`src/rtl/core/b2da_pkg.sv`:
```
// shared types and constants for the binary to decimal ascii converter
`default_nettype none

package b2da_pkg;

  // width of one packed decimal digit
  localparam int unsigned DigitBits = 4;

  // ascii code of the character zero, in the width of the digit output
  localparam logic [5:0] AsciiZero = 6'd48;

  // shift-add-3 correction: digits at or above five get three added before the shift
  localparam logic [DigitBits-1:0] AdjLimit = 4'd5;
  localparam logic [DigitBits-1:0] AdjAdd   = 4'd3;

  // converter sequencer states
  typedef enum logic [1:0] {
    CONV_IDLE,
    CONV_SHIFT,
    CONV_DONE
  } conv_state_e;

endpackage

`default_nettype wire

```
`src/rtl/core/b2da_dabble.sv`:
```
// bit-serial binary to packed bcd converter (shift and add three)
`default_nettype none

module b2da_dabble
  import b2da_pkg::*;
#(
  parameter int unsigned VALUE_BITS = 64,
  parameter int unsigned NumDigits  = 20
) (
  input  wire logic                            clk_i,
  input  wire logic                            rst_ni,
  input  wire logic                            in_valid_i,
  output logic                                 in_ready_o,
  input  wire logic [VALUE_BITS-1:0]           in_value_i,
  output logic                                 out_valid_o,
  input  wire logic                            out_ready_i,
  output logic [NumDigits*DigitBits-1:0]       out_bcd_o
);

  localparam int unsigned BcdBits = NumDigits * DigitBits;
  localparam int unsigned CntBits = $clog2(VALUE_BITS);

  conv_state_e               state_q, state_d;
  logic [VALUE_BITS-1:0]     bin_q, bin_d;
  logic [BcdBits-1:0]        bcd_q, bcd_d;
  logic [BcdBits-1:0]        bcd_adj;
  logic [CntBits-1:0]        cnt_q, cnt_d;
  logic                      last_bit;

  assign last_bit = (cnt_q == CntBits'(VALUE_BITS - 1));

  // digit correction, each digit on its own
  always_comb begin
    for (int unsigned i = 0; i < NumDigits; i++) begin
      if (bcd_q[i*DigitBits +: DigitBits] >= AdjLimit) begin
        bcd_adj[i*DigitBits +: DigitBits] = bcd_q[i*DigitBits +: DigitBits] + AdjAdd;
      end else begin
        bcd_adj[i*DigitBits +: DigitBits] = bcd_q[i*DigitBits +: DigitBits];
      end
    end
  end

  // next state
  always_comb begin
    state_d = state_q;
    unique case (state_q)
      CONV_IDLE: begin
        if (in_valid_i) state_d = CONV_SHIFT;
      end
      CONV_SHIFT: begin
        if (last_bit) state_d = CONV_DONE;
      end
      CONV_DONE: begin
        if (out_ready_i) state_d = CONV_IDLE;
      end
      default: state_d = CONV_IDLE;
    endcase
  end

  // datapath and handshake outputs
  always_comb begin
    in_ready_o  = 1'b0;
    out_valid_o = 1'b0;
    bin_d       = bin_q;
    bcd_d       = bcd_q;
    cnt_d       = cnt_q;
    unique case (state_q)
      CONV_IDLE: begin
        in_ready_o = 1'b1;
        bin_d      = in_value_i;
        bcd_d      = '0;
        cnt_d      = '0;
      end
      CONV_SHIFT: begin
        bcd_d = {bcd_adj[BcdBits-2:0], bin_q[VALUE_BITS-1]};
        bin_d = {bin_q[VALUE_BITS-2:0], 1'b0};
        cnt_d = cnt_q + CntBits'(1);
      end
      CONV_DONE: begin
        out_valid_o = 1'b1;
      end
      default: begin
        in_ready_o = 1'b0;
      end
    endcase
  end

  assign out_bcd_o = bcd_q;

  // control registers
  always_ff @(posedge clk_i or negedge rst_ni) begin
    if (!rst_ni) begin
      state_q <= CONV_IDLE;
      cnt_q   <= '0;
    end else begin
      state_q <= state_d;
      cnt_q   <= cnt_d;
    end
  end

  // shift registers
  always_ff @(posedge clk_i) begin
    bin_q <= bin_d;
    bcd_q <= bcd_d;
  end

endmodule

`default_nettype wire

```
`src/rtl/core/b2da_emit.sv`:
```
// digit serialiser: drops leading zeros and sends ascii digits most significant first
`default_nettype none

module b2da_emit
  import b2da_pkg::*;
#(
  parameter int unsigned NumDigits = 20
) (
  input  wire logic                          clk_i,
  input  wire logic                          rst_ni,
  input  wire logic                          in_valid_i,
  output logic                               in_ready_o,
  input  wire logic [NumDigits*DigitBits-1:0] in_bcd_i,
  output logic                               out_valid_o,
  input  wire logic                          out_ready_i,
  output logic [5:0]                         out_char_o,
  output logic                               out_last_o
);

  localparam int unsigned BcdBits = NumDigits * DigitBits;
  localparam int unsigned RemBits = $clog2(NumDigits + 1);

  logic                  busy_q, busy_d;
  logic                  started_q, started_d;
  logic [RemBits-1:0]    rem_q, rem_d;
  logic [BcdBits-1:0]    bcd_q, bcd_d;
  logic [DigitBits-1:0]  top_digit;
  logic                  one_left;
  logic                  show;

  assign top_digit = bcd_q[BcdBits-1 -: DigitBits];
  assign one_left  = (rem_q == RemBits'(1));
  // a digit is shown once the first non-zero digit is reached, or for the units digit
  assign show      = (top_digit != '0) || started_q || one_left;

  assign in_ready_o  = !busy_q;
  assign out_valid_o = busy_q && show;
  assign out_char_o  = AsciiZero + {2'b00, top_digit};
  assign out_last_o  = one_left;

  // walk through the digits: skip leading zeros, then one digit per taken item
  always_comb begin
    busy_d    = busy_q;
    started_d = started_q;
    rem_d     = rem_q;
    bcd_d     = bcd_q;
    if (!busy_q) begin
      if (in_valid_i) begin
        busy_d    = 1'b1;
        started_d = 1'b0;
        rem_d     = RemBits'(NumDigits);
        bcd_d     = in_bcd_i;
      end
    end else if (!show || out_ready_i) begin
      bcd_d = {bcd_q[BcdBits-DigitBits-1:0], {DigitBits{1'b0}}};
      rem_d = rem_q - RemBits'(1);
      if (show) started_d = 1'b1;
      if (show && one_left) busy_d = 1'b0;
    end
  end

  // control registers
  always_ff @(posedge clk_i or negedge rst_ni) begin
    if (!rst_ni) begin
      busy_q    <= 1'b0;
      started_q <= 1'b0;
      rem_q     <= '0;
    end else begin
      busy_q    <= busy_d;
      started_q <= started_d;
      rem_q     <= rem_d;
    end
  end

  // digit shift register
  always_ff @(posedge clk_i) begin
    bcd_q <= bcd_d;
  end

endmodule

`default_nettype wire

```
`src/rtl/core/binary_to_decimal_ascii_top.sv`:
```
// Top level of the binary to decimal ascii converter
// The first digit comes after the conversion, the hand-off and the skip of each leading zero
// digit (20 digit places at VALUE_BITS = 64).
// A new number is taken once the one-bit-per-cycle shift-add-3 loop, hand-off to a free emitter
// and reload end; digits leave meanwhile at one per cycle while the receiver is ready.
// Reset: rst_ni clears all control state at once; no clearing pass is needed.
`default_nettype none

module binary_to_decimal_ascii_top
  import b2da_pkg::*;
#(
  parameter int unsigned VALUE_BITS = 64
) (
  input  wire logic        clk_i,
  input  wire logic        rst_ni,
  input  wire logic        s_axis_tvalid_i,
  output logic             s_axis_tready_o,
  input  wire logic [63:0] s_axis_tdata_i,   // [63:0] value
  output logic             m_axis_tvalid_o,
  input  wire logic        m_axis_tready_i,
  output logic [7:0]       m_axis_tdata_o,   // [5:0] digit_char, [7:6] zero
  output logic             m_axis_tlast_o    // last_digit
);

  // decimal places needed for 2^VALUE_BITS - 1 (1233/4096 approximates log10 of 2)
  localparam int unsigned NumDigits = (VALUE_BITS * 1233) / 4096 + 1;
  localparam int unsigned BcdBits   = NumDigits * DigitBits;

  logic               hand_valid;
  logic               hand_ready;
  logic [BcdBits-1:0] hand_bcd;
  logic [5:0]         digit_char;

  // bit-serial conversion
  b2da_dabble #(
    .VALUE_BITS (VALUE_BITS),
    .NumDigits  (NumDigits)
  ) u_dabble (
    .clk_i       (clk_i),
    .rst_ni      (rst_ni),
    .in_valid_i  (s_axis_tvalid_i),
    .in_ready_o  (s_axis_tready_o),
    .in_value_i  (s_axis_tdata_i[VALUE_BITS-1:0]),
    .out_valid_o (hand_valid),
    .out_ready_i (hand_ready),
    .out_bcd_o   (hand_bcd)
  );

  // digit output
  b2da_emit #(
    .NumDigits (NumDigits)
  ) u_emit (
    .clk_i       (clk_i),
    .rst_ni      (rst_ni),
    .in_valid_i  (hand_valid),
    .in_ready_o  (hand_ready),
    .in_bcd_i    (hand_bcd),
    .out_valid_o (m_axis_tvalid_o),
    .out_ready_i (m_axis_tready_i),
    .out_char_o  (digit_char),
    .out_last_o  (m_axis_tlast_o)
  );

  assign m_axis_tdata_o = {2'b00, digit_char};

endmodule

`default_nettype wire

```
`config.mk`:
```
export PLATFORM = sky130hd
export DESIGN_NAME = binary_to_decimal_ascii_top
export DESIGN_NICKNAME = d
export VERILOG_FILES = /design/src/rtl/core/b2da_pkg.sv /design/src/rtl/core/b2da_dabble.sv /design/src/rtl/core/b2da_emit.sv /design/src/rtl/core/binary_to_decimal_ascii_top.sv
export SDC_FILE = /design/constraint.sdc
export NUM_CORES = 1
export LEC_CHECK = 0
export BUFFER_PORTS_ARGS = -buffer_cell sky130_fd_sc_hd__buf_2
export CORE_MARGIN = 2
export CORE_UTILIZATION = 52
export CTS_CLUSTER_SIZE = 12
export DETAILED_ROUTE_END_ITERATION = 8
export PLACE_DENSITY = 0.7
export SYNTH_ARGS = -nofsm -noshare
export SYNTH_HDL_FRONTEND = slang
export SYNTH_SLANG_ARGS = --single-unit
```
`constraint.sdc`:
```
create_clock -name clk_i -period 5.29 [get_ports clk_i]
set_input_delay 0.2645 -clock clk_i [delete_from_list [all_inputs] [get_ports clk_i]]
set_output_delay 0.2645 -clock clk_i [all_outputs]
set_load 0.05 [all_outputs]
```
==> results of run 1 <==
worst register-to-register path: cells and delay by family, from the launching register on:
| family | cells | cell delay [ps] |
|---|---|---|
| AND/OR/NAND/NOR | 2 | 1360 |
| buffers and inverters | 1 | 440 |
| flip-flops | 1 | 610 |
report_power, final:
part | internal [mW] | switching (mW)
clock | 1.03 | 0.698
combinational | 1.09 | 1.28
sequential | 3.14 | 0.429
state kept, by name, indices dropped and copies added, names as in the netlist:
name and flops:
u_dabble.bin_q 64, u_dabble.cnt_q 6, u_dabble.out_bcd_o 80, u_dabble.state_q 2, u_emit.bcd_q 80, u_emit.busy_q 1
u_emit.rem_q 5, u_emit.started_q 1
layer usage:
metal,routed length (microns),part of all wire,up-vias,GRT usage
li1,-,-,3246,-
met5,0,0,-,0
met2,8603,0.46,106,0.2726
met3,781,0.042,34,0.02904
met1,9061,0.48,3098,0.2410
met4,369,0.020,0,0.04167
placed cells by master, fill, tap and decap left out, types with 3 or more instances in the layout:
cell type  count
o21ai_0       56
nor3_1        25
clkinv_2       4
clkinv_1       3
nand2_1       87
clkbuf_16     27
xor2_1        19
mux2_2        21
nand3_1        6
a21oi_1       39
a211oi_1      21
xnor2_1       22
clkbuf_8       4
clkbuf_1       8
dfrtp_1       14
conb_1         4
buf_4          4
nand2b_1      20
a22o_1         3
nor2b_1       21
mux2_1        81
a21o_1         4
nor2_1        50
ha_1          43
o21ai_1        6
edfxtp_1     224
inv_1         45
buf_2         74
cell families after synthesis:
group,after synthesis,synth area share
other,2,0.0006632
multiplexers,103,0.1023
XOR/XNOR,41,0.03171
flip-flops,239,0.6272
AND/OR/NAND/NOR,217,0.08763
AO/OA/AOI/OAI,136,0.07127
buffers and inverters,85,0.03171
adder cells (fa/ha/maj),43,0.04751
repair_timing:
item	in CTS	in global routing
hold buffers	1	0
endpoints found under the hold margin	15	0
resized for setup	0	0
through the flow:
| step | instances | util | hold slack, ps |
|---|---|---|---|
| 2_1_floorplan | 868 | - | -31.09 |
| 3_3_place_gp | 1183 | 0.5620 | 188.8 |
| 3_5_place_dp | 1183 | 0.5620 | 187.6 |
| 4_1_cts | 1231 | 0.6012 | 7.590 |
| 5_1_grt | 1231 | 0.6012 | 19.71 |
| 6_report | 1231 | 0.6012 | 24.99 |
worst min path at each step:
stage	startpoint	to	slack, ps	depth (start not counted)
6_report	s_axis_tdata_i[0]	u_dabble.bin_q[0]	20	2
5_1_grt	s_axis_tdata_i[20]	u_dabble.bin_q[20]	20	2
4_1_cts	s_axis_tdata_i[0]	u_dabble.bin_q[0]	8	2
3_5_place_dp	rst_ni	u_emit.started_q	190	1
3_3_place_gp	rst_ni	u_emit.started_q	190	1
2_1_floorplan	rst_ni	u_dabble.cnt_q[0]	-30	0
layout make-up:
class                           count  area, sq um  area share
Clock inverter                      8        61.31    0.004806
Clock buffer                       39        760.7     0.05963
Multi-Input combinational cell    544         3877      0.3039
Timing Repair Buffer               80        430.4     0.03374
Sequential cell                   239         7106      0.5570
Inverter                           46        177.7     0.01393
Tap cell                          275        344.1     0.02697
==> results.md, run 1 <==
Route:
- The via count is 6484.
- The remaining routing DRC violations is 0.
- After detailed routing, the number of vias per cell comes to 5.267.
- The detail route stage leaves a number of antenna-violating nets equal to 0.
- The violation count after the first detailed-routing iteration is 438.
- In the final routed layout, each cell accounts on average for 15.28 microns.
- Summed over all layers, the routed wires come to 18820 microns.
- Before antenna repair, the detailed router went through 4 iterations.

Critical path:
- On the worst path, the slowest cell contributes a delay of 800 ps.
- STA puts the critical path data arrival time at 2990 ps.
- STA classifies the critical path endpoint as a register.
- The family with the most delay on the worst path is simple AND/OR/NAND/NOR gates.
- In this run the register-to-register setup slack is 2420 ps.
- The path length in cells of the critical path is 3.
- The number of cells on the worst reg-to-reg path is 3.
- The worst flop-to-flop path endpoint is u_emit.bcd_q[47].
- The signal on the critical path passes through buf_4, or3_1, nand2_4.
- The startpoint identified for the worst register-to-register timing path is u_emit.busy_q.
- The required time reported for the critical path endpoint is 5420 ps.
- For this design, the slowest cell found on the critical path is nand2_4.
- The number of buffers and inverters on the critical path is 1.
- The setup path with the least slack is of type reg -> reg.
- The most critical setup path has its startpoint at u_emit.busy_q.
- The worst setup path is launched from a register.
- The highest fanout seen on the critical path is 100.
- In this run the worst setup path terminates at u_emit.bcd_q[47].

STA:
- The total setup violations reported at the end of the flow is 0.
- The final clock skew is 9.658 ps.
- The number of max-slew violations in the final report is 0.
- The worst-case headroom to the max-slew limit is 0.2632.
- The sum of negative setup slack is 0 ps.
- The final hold violation count is 0.
- The maximum clock frequency is 349.0 MHz.
- The routed design could run at a clock period as short as 2866 ps.
- Of the available clock period, the critical path in the final layout requires 0.5417.
- Setup repair after global routing left no endpoint under its margin.
- Setup slack closes at 2424 ps.
- At the pin with the least slew margin, the transition time is 1105 ps.

Clock network:
- TritonCTS created 26 clock buffers.
- Buffers added to address setup during post-CTS repair amount to 0.
- The latest clock arrival within the worst-skew pair is 520 ps.
- The register clock-pin slew on the reported worst setup and hold paths is 60 ps.
- The clock tree from TritonCTS is yes.
- The maximum count of clock buffers along a single path is 3.
- The clock sink total is 239.
- The clock tree root driver cell is clkbuf_16.
- In this run the number of H-tree levels came out at 1.

Power:
- The power after layout is 7.667 mW.
- For this design the static power due to leakage is 5.045 nW.
- In this run the power density over the cells is 601.0 nW/um^2.
- The worst-case vdd ir drop is 0.0003278 V.

Synth:
- The largest area contributor in the synthesized netlist is edfxtp_1.
- The area of the mapped netlist is 11320 sq um.
- The most used flip-flop cell after synthesis is edfxtp_1.
- Synthesis instantiated 40 different standard cells from the library.
- The per-instance average area after synthesis is 13.08 sq um.
- By area the synthesized netlist is led by edfxtp_1 59%, mux2_1 8.1%, ha_1 4.8%.
- Among all cell types in the netlist, the one instantiated most often is edfxtp_1.
- For this run, asynchronously set or reset flops after synthesis account for 0.06276.
- In this run, synthesis inferred 224 flip-flops with an integrated enable.
- The number of standard cells after synthesis is 866.
- Of the post-synthesis cell area, the dominant cell type holds 0.5940.
- The commonest cells after synthesis are 224 x edfxtp_1, 88 x nand2_1, 81 x mux2_1.
- Of the synthesized area, sequential elements account for 0.6272.
- The number of flip-flops and latches in the synthesized netlist is 239.
- The number of warnings printed during yosys synthesis is 0.

Global route:
- The via count of the first global-routing pass is 6475.
- The wire length of the first global-routing pass is 31330 microns.
- The overall track demand over capacity in global routing is 0.1689.
- The number of antenna violations at the first check in global routing came to 0.
- The remaining global-route overflow is 0.
- The maximum number of pins on one net before global-route repair is 101.

Placement:
- Routability-driven placement finished with a final weighted congestion of 0.7451.
- The count of buffers added on input and output ports is 74.
- In this run the cell area measured after placement is 11930 sq um.
- The post-placement setup slack is 2388 ps.
- The post-DP HPWL is 11510 microns.

Hold path:
- The path class of the lowest-slack min-delay path is in -> reg.

Die:
- The area of the core region is 21220 sq um.
- 79 I/O pins were placed.
- Measured along the y axis, the die boundary spans 151.6 microns.
- The placement row count is 53.
- The die covers 22970 sq um.
- The floorplan die width is 151.6 microns.
- The initial utilization of the core area, before any placement, comes to 0.5336.

Layout:
- Counting the fill cells in the layout gives 1663.
- The area added between synthesis and finish is 12.66%.
- The final instance area is 12760 sq um.
- Of the cells placed in the final design, the portion with a size suffix greater than 1 is 0.1538.
- At the end of the flow, the number of nets in the layout was 1048.
- The number of antenna diodes in the final layout is 0.

Status:
- The flow ran to the end, and the final reports show no timing, DRC or antenna violations.

Run:
- The count of maximum capacitance violations is 0.
Power figures use the tool's default switching activity.
==> run 2, diff against run 1 <==
- clock period: 5.29 -> 2.75 ns (I/O delays scaled with it)
==> run 2 against run 1 <==
Against the previous run: combinational power rose by 99%; die area did not move; clock-buffer cell count is 3 lower; register-to-register slack lost 1900 ps; wire length is 5.2% higher; critical path depth is 1 higher; global-route usage grew 0.94 points; clock power grew 76%; cell count increased by 5.1%; largest cell class unchanged.
==> results.md, run 2 (synthesis gave the netlist of run 1 again) <==
Status:
- The flow ran to the end, and the final reports show no timing, DRC or antenna violations.

Route:
- The violation count after the first detailed-routing iteration is 469 (+7.1%).
- The detail-routed net length per standard cell is 15.30 microns (+0.12%).
- The antenna violation net count after detailed routing came to 0 (unchanged).
- The remaining routing DRC violations is 0 (unchanged).
- The total length of routed wires was 19800 microns (+5.2%).
- The via count was 6712 (+3.5%).
- The mean number of vias per cell is 5.187 (-1.5%).
- The number of iterations in the first detailed-routing pass was 5 (+1).

Global route:
- The maximum number of pins on one net before global-route repair was 124 (+23%).
- The via count of the first global-routing pass is 6843 (+5.7%).
- The remaining global-route overflow came to 0 (unchanged).
- The number of antenna violations at the first check in global routing is 0 (unchanged).
- The wire length of the first global-routing pass is 32860 microns (+4.9%).
- The overall track demand over capacity in global routing is 0.1783 (+0.009386).

Power:
- The total net switching power came to 4.644 mW (+93%).
- The sequential share of power is 0.468 (+0.003).
- The cell internal power dissipation is 9.965 mW (+90%).
- The share of power burned in combinational logic was 0.323 (+0.014).
- The net switching share of the total power is 0.3179 (+0.003785).
- The worst-case vdd ir drop is 0.0006000 V (+83%).
- The relative contribution of the clock network to total power was 0.209 (-0.017).
- The power per cell area is 1090 nW/um^2 (+81%).
- The leakage power of the design is 5.304 nW (+5.1%).

Layout:
- The net count reported at finish is 1115 (+6.4%).
- The commonest non-fill, non-tap cell in the layout is edfxtp_1.
- The library cells used most frequently in the layout, excluding fill and tap cells, are 224 x edfxtp_1, 87 x nand2_1, 81 x mux2_1.
- The ratio of cells with drive above 1 in the final layout came to 0.1423 (-0.01147).
- The antenna diode count is 0 (unchanged).
- Relative to the synthesized area, the layout overhead comes to 18.32%.

STA:
- The final clock skew came to 14.77 ps (+5.117 ps).
- The final hold violation count is 0 (unchanged).
- The number of max-slew violations in the final report is 0 (unchanged).
- The total setup violations reported at the end of the flow is 0 (unchanged).
- The maximum clock frequency is 458.3 MHz (+31%).
- The worst-case headroom to the max-slew limit is 0.5617 (+0.2984).
- The final period utilization is 0.7935 (+0.2518).
- Setup repair after global routing left no endpoint under its margin.
- The setup slack of the critical path after layout is 567.8 ps (-1856 ps).
- The time the final worst path needs with I/O delays and setup is 2182 ps (-683.5 ps).
- The slew at the pin closest to its max-slew limit was 657.5 ps (-447.7 ps).
- The sum of negative setup slack is 0 ps (unchanged).

Clock network:
- The number of clock buffers inserted by TritonCTS came to 25 (-3.8%).
- The depth of the CTS H-tree is 1 (unchanged).
- The register clock-pin slew on the reported worst setup and hold paths is 60 ps (about the same).
- The clock tree root driver cell is clkbuf_16.
- The post-CTS setup repair buffer count is 0 (unchanged).
- The maximum count of clock buffers along a single path is 3 (unchanged).
- The latest clock arrival within the worst-skew pair was 520 ps (about the same).
- The clock sink total is 239 (unchanged).
- TritonCTS built the clock tree.

Critical path:
- STA classifies the critical path startpoint as a register.
- The total buffers and inverters traversed by the critical path is 1 (unchanged).
- Traced cell by cell, the critical path runs through or4_4, o41a_4, nand2_4, buf_4.
- The peak per-stage delay on the critical path came to 560 ps (-240 ps).
- The nature of the critical path endpoint is a register.
- The data arrival time of the critical path is 2350 ps (-640 ps).
- The category of the critical setup timing path is reg -> reg.
- The library cell contributing the largest single delay on the critical path is or4_4.
- The family with the most delay on the worst path is simple AND/OR/NAND/NOR gates.
- The highest fanout seen on the critical path is 32 (-68%).
- The required time reported for the critical path endpoint is 2920 ps (-2500 ps).

Run:
- The count of maximum capacitance violations is 0 (unchanged).

Placement:
- The post-DP HPWL is 11380 microns (-1.1%).
- The post-placement setup slack is 563.7 ps (-1824 ps).
- The count of port buffers added during placement was 74 (unchanged).
- The global placer's final weighted congestion is 0.7410 (-0.55%).

Die:
- The area of the core region is 21220 sq um (unchanged).
- The y dimension of the die is 151.6 microns (unchanged).
- The count of pins on the block boundary came to 79 (unchanged).
- The floorplan die width is 151.6 microns (unchanged).
- The effective utilization at floorplan is 0.5336 (unchanged).
- The placement row count came to 53 (unchanged).
- The floorplan die area is 22970 sq um (unchanged).

Hold path:
- The path class of the tightest hold or removal check is in -> async.
[run 2: cell count changes in the layout (fill, tap and decap cells not counted), sizes merged]
| cell | change |
|---|---|
| buf | +2 |
| bufinv | -1 |
| clkinv | -2 |
| dlygate4sd3 | +66 |
| inv | +1 |
| clkbuf | -3 |
[run 2: cell type report]
cell class | instances | area [sq um]
Fill cell | 1581 | 7823
Sequential cell | 239 | 7106
Multi-Input combinational cell | 544 | 3886
Timing Repair Buffer | 148 | 1156
Clock buffer | 36 | 696.9
Tap cell | 275 | 344.1
Inverter | 46 | 177.7
Clock inverter | 6 | 31.28
[run 2: through the flow]
step	hold slack, ps	utilization	instance area, sq um	instances	total power, mW
2_1_floorplan	-158.1	-	11340	868	10.41
3_3_place_gp	69.71	0.5654	12000	1185	11.30
3_5_place_dp	65.38	0.5654	12000	1185	11.52
4_1_cts	51.68	0.6314	13400	1294	14.74
5_1_grt	116.6	0.6314	13400	1294	15.72
6_report	61.18	0.6314	13400	1294	14.61
[run 2: per-layer routing]
layer  routed length, microns  global-route usage  vias up
met2                     9377              0.3052      112
met1                     9306              0.2407     3190
met4                      464             0.04583        0
met3                      652             0.02635       34
met5                        0                   0        -
li1                         -                   -     3376
[run 2: worst register-to-register path, cell delays in order (launching register included)]
cell      delay [ps]
edfxtp_1         380
or4_4            560
o41a_4           420
nand2_4          100
buf_4            360
[run 2: worst paths after layout]
path	start	to	slack, ps	depth (start not counted)
max in group asynchronous	rst_ni	u_emit.busy_q	2400	2
min reg2reg	u_dabble.bin_q[37]	u_dabble.bin_q[38]	510	1
min	rst_ni	u_emit.rem_q[2]	60	2
max	u_emit.bcd_q[76]	u_emit.bcd_q[48]	570	4
max reg2reg	u_emit.bcd_q[76]	u_emit.bcd_q[48]	570	4
min in group clk_i	s_axis_tdata_i[17]	u_dabble.bin_q[17]	430	3
[run 2: timing repair]
action	CTS	global route
hold endpoints to repair	81	0
resized for setup	0	0
hold buffers	67	0
[run 2: power by group through the flow]
stage	Combinational, mW	Clock (mW)	Sequential, mW
global route	5.44	3.26	7.02
floorplan	3.82	0	6.59
global placement	4.45	0	6.86
detailed placement	4.64	0	6.89
finish	4.71	3.05	6.84
CTS	4.76	3.14	6.84
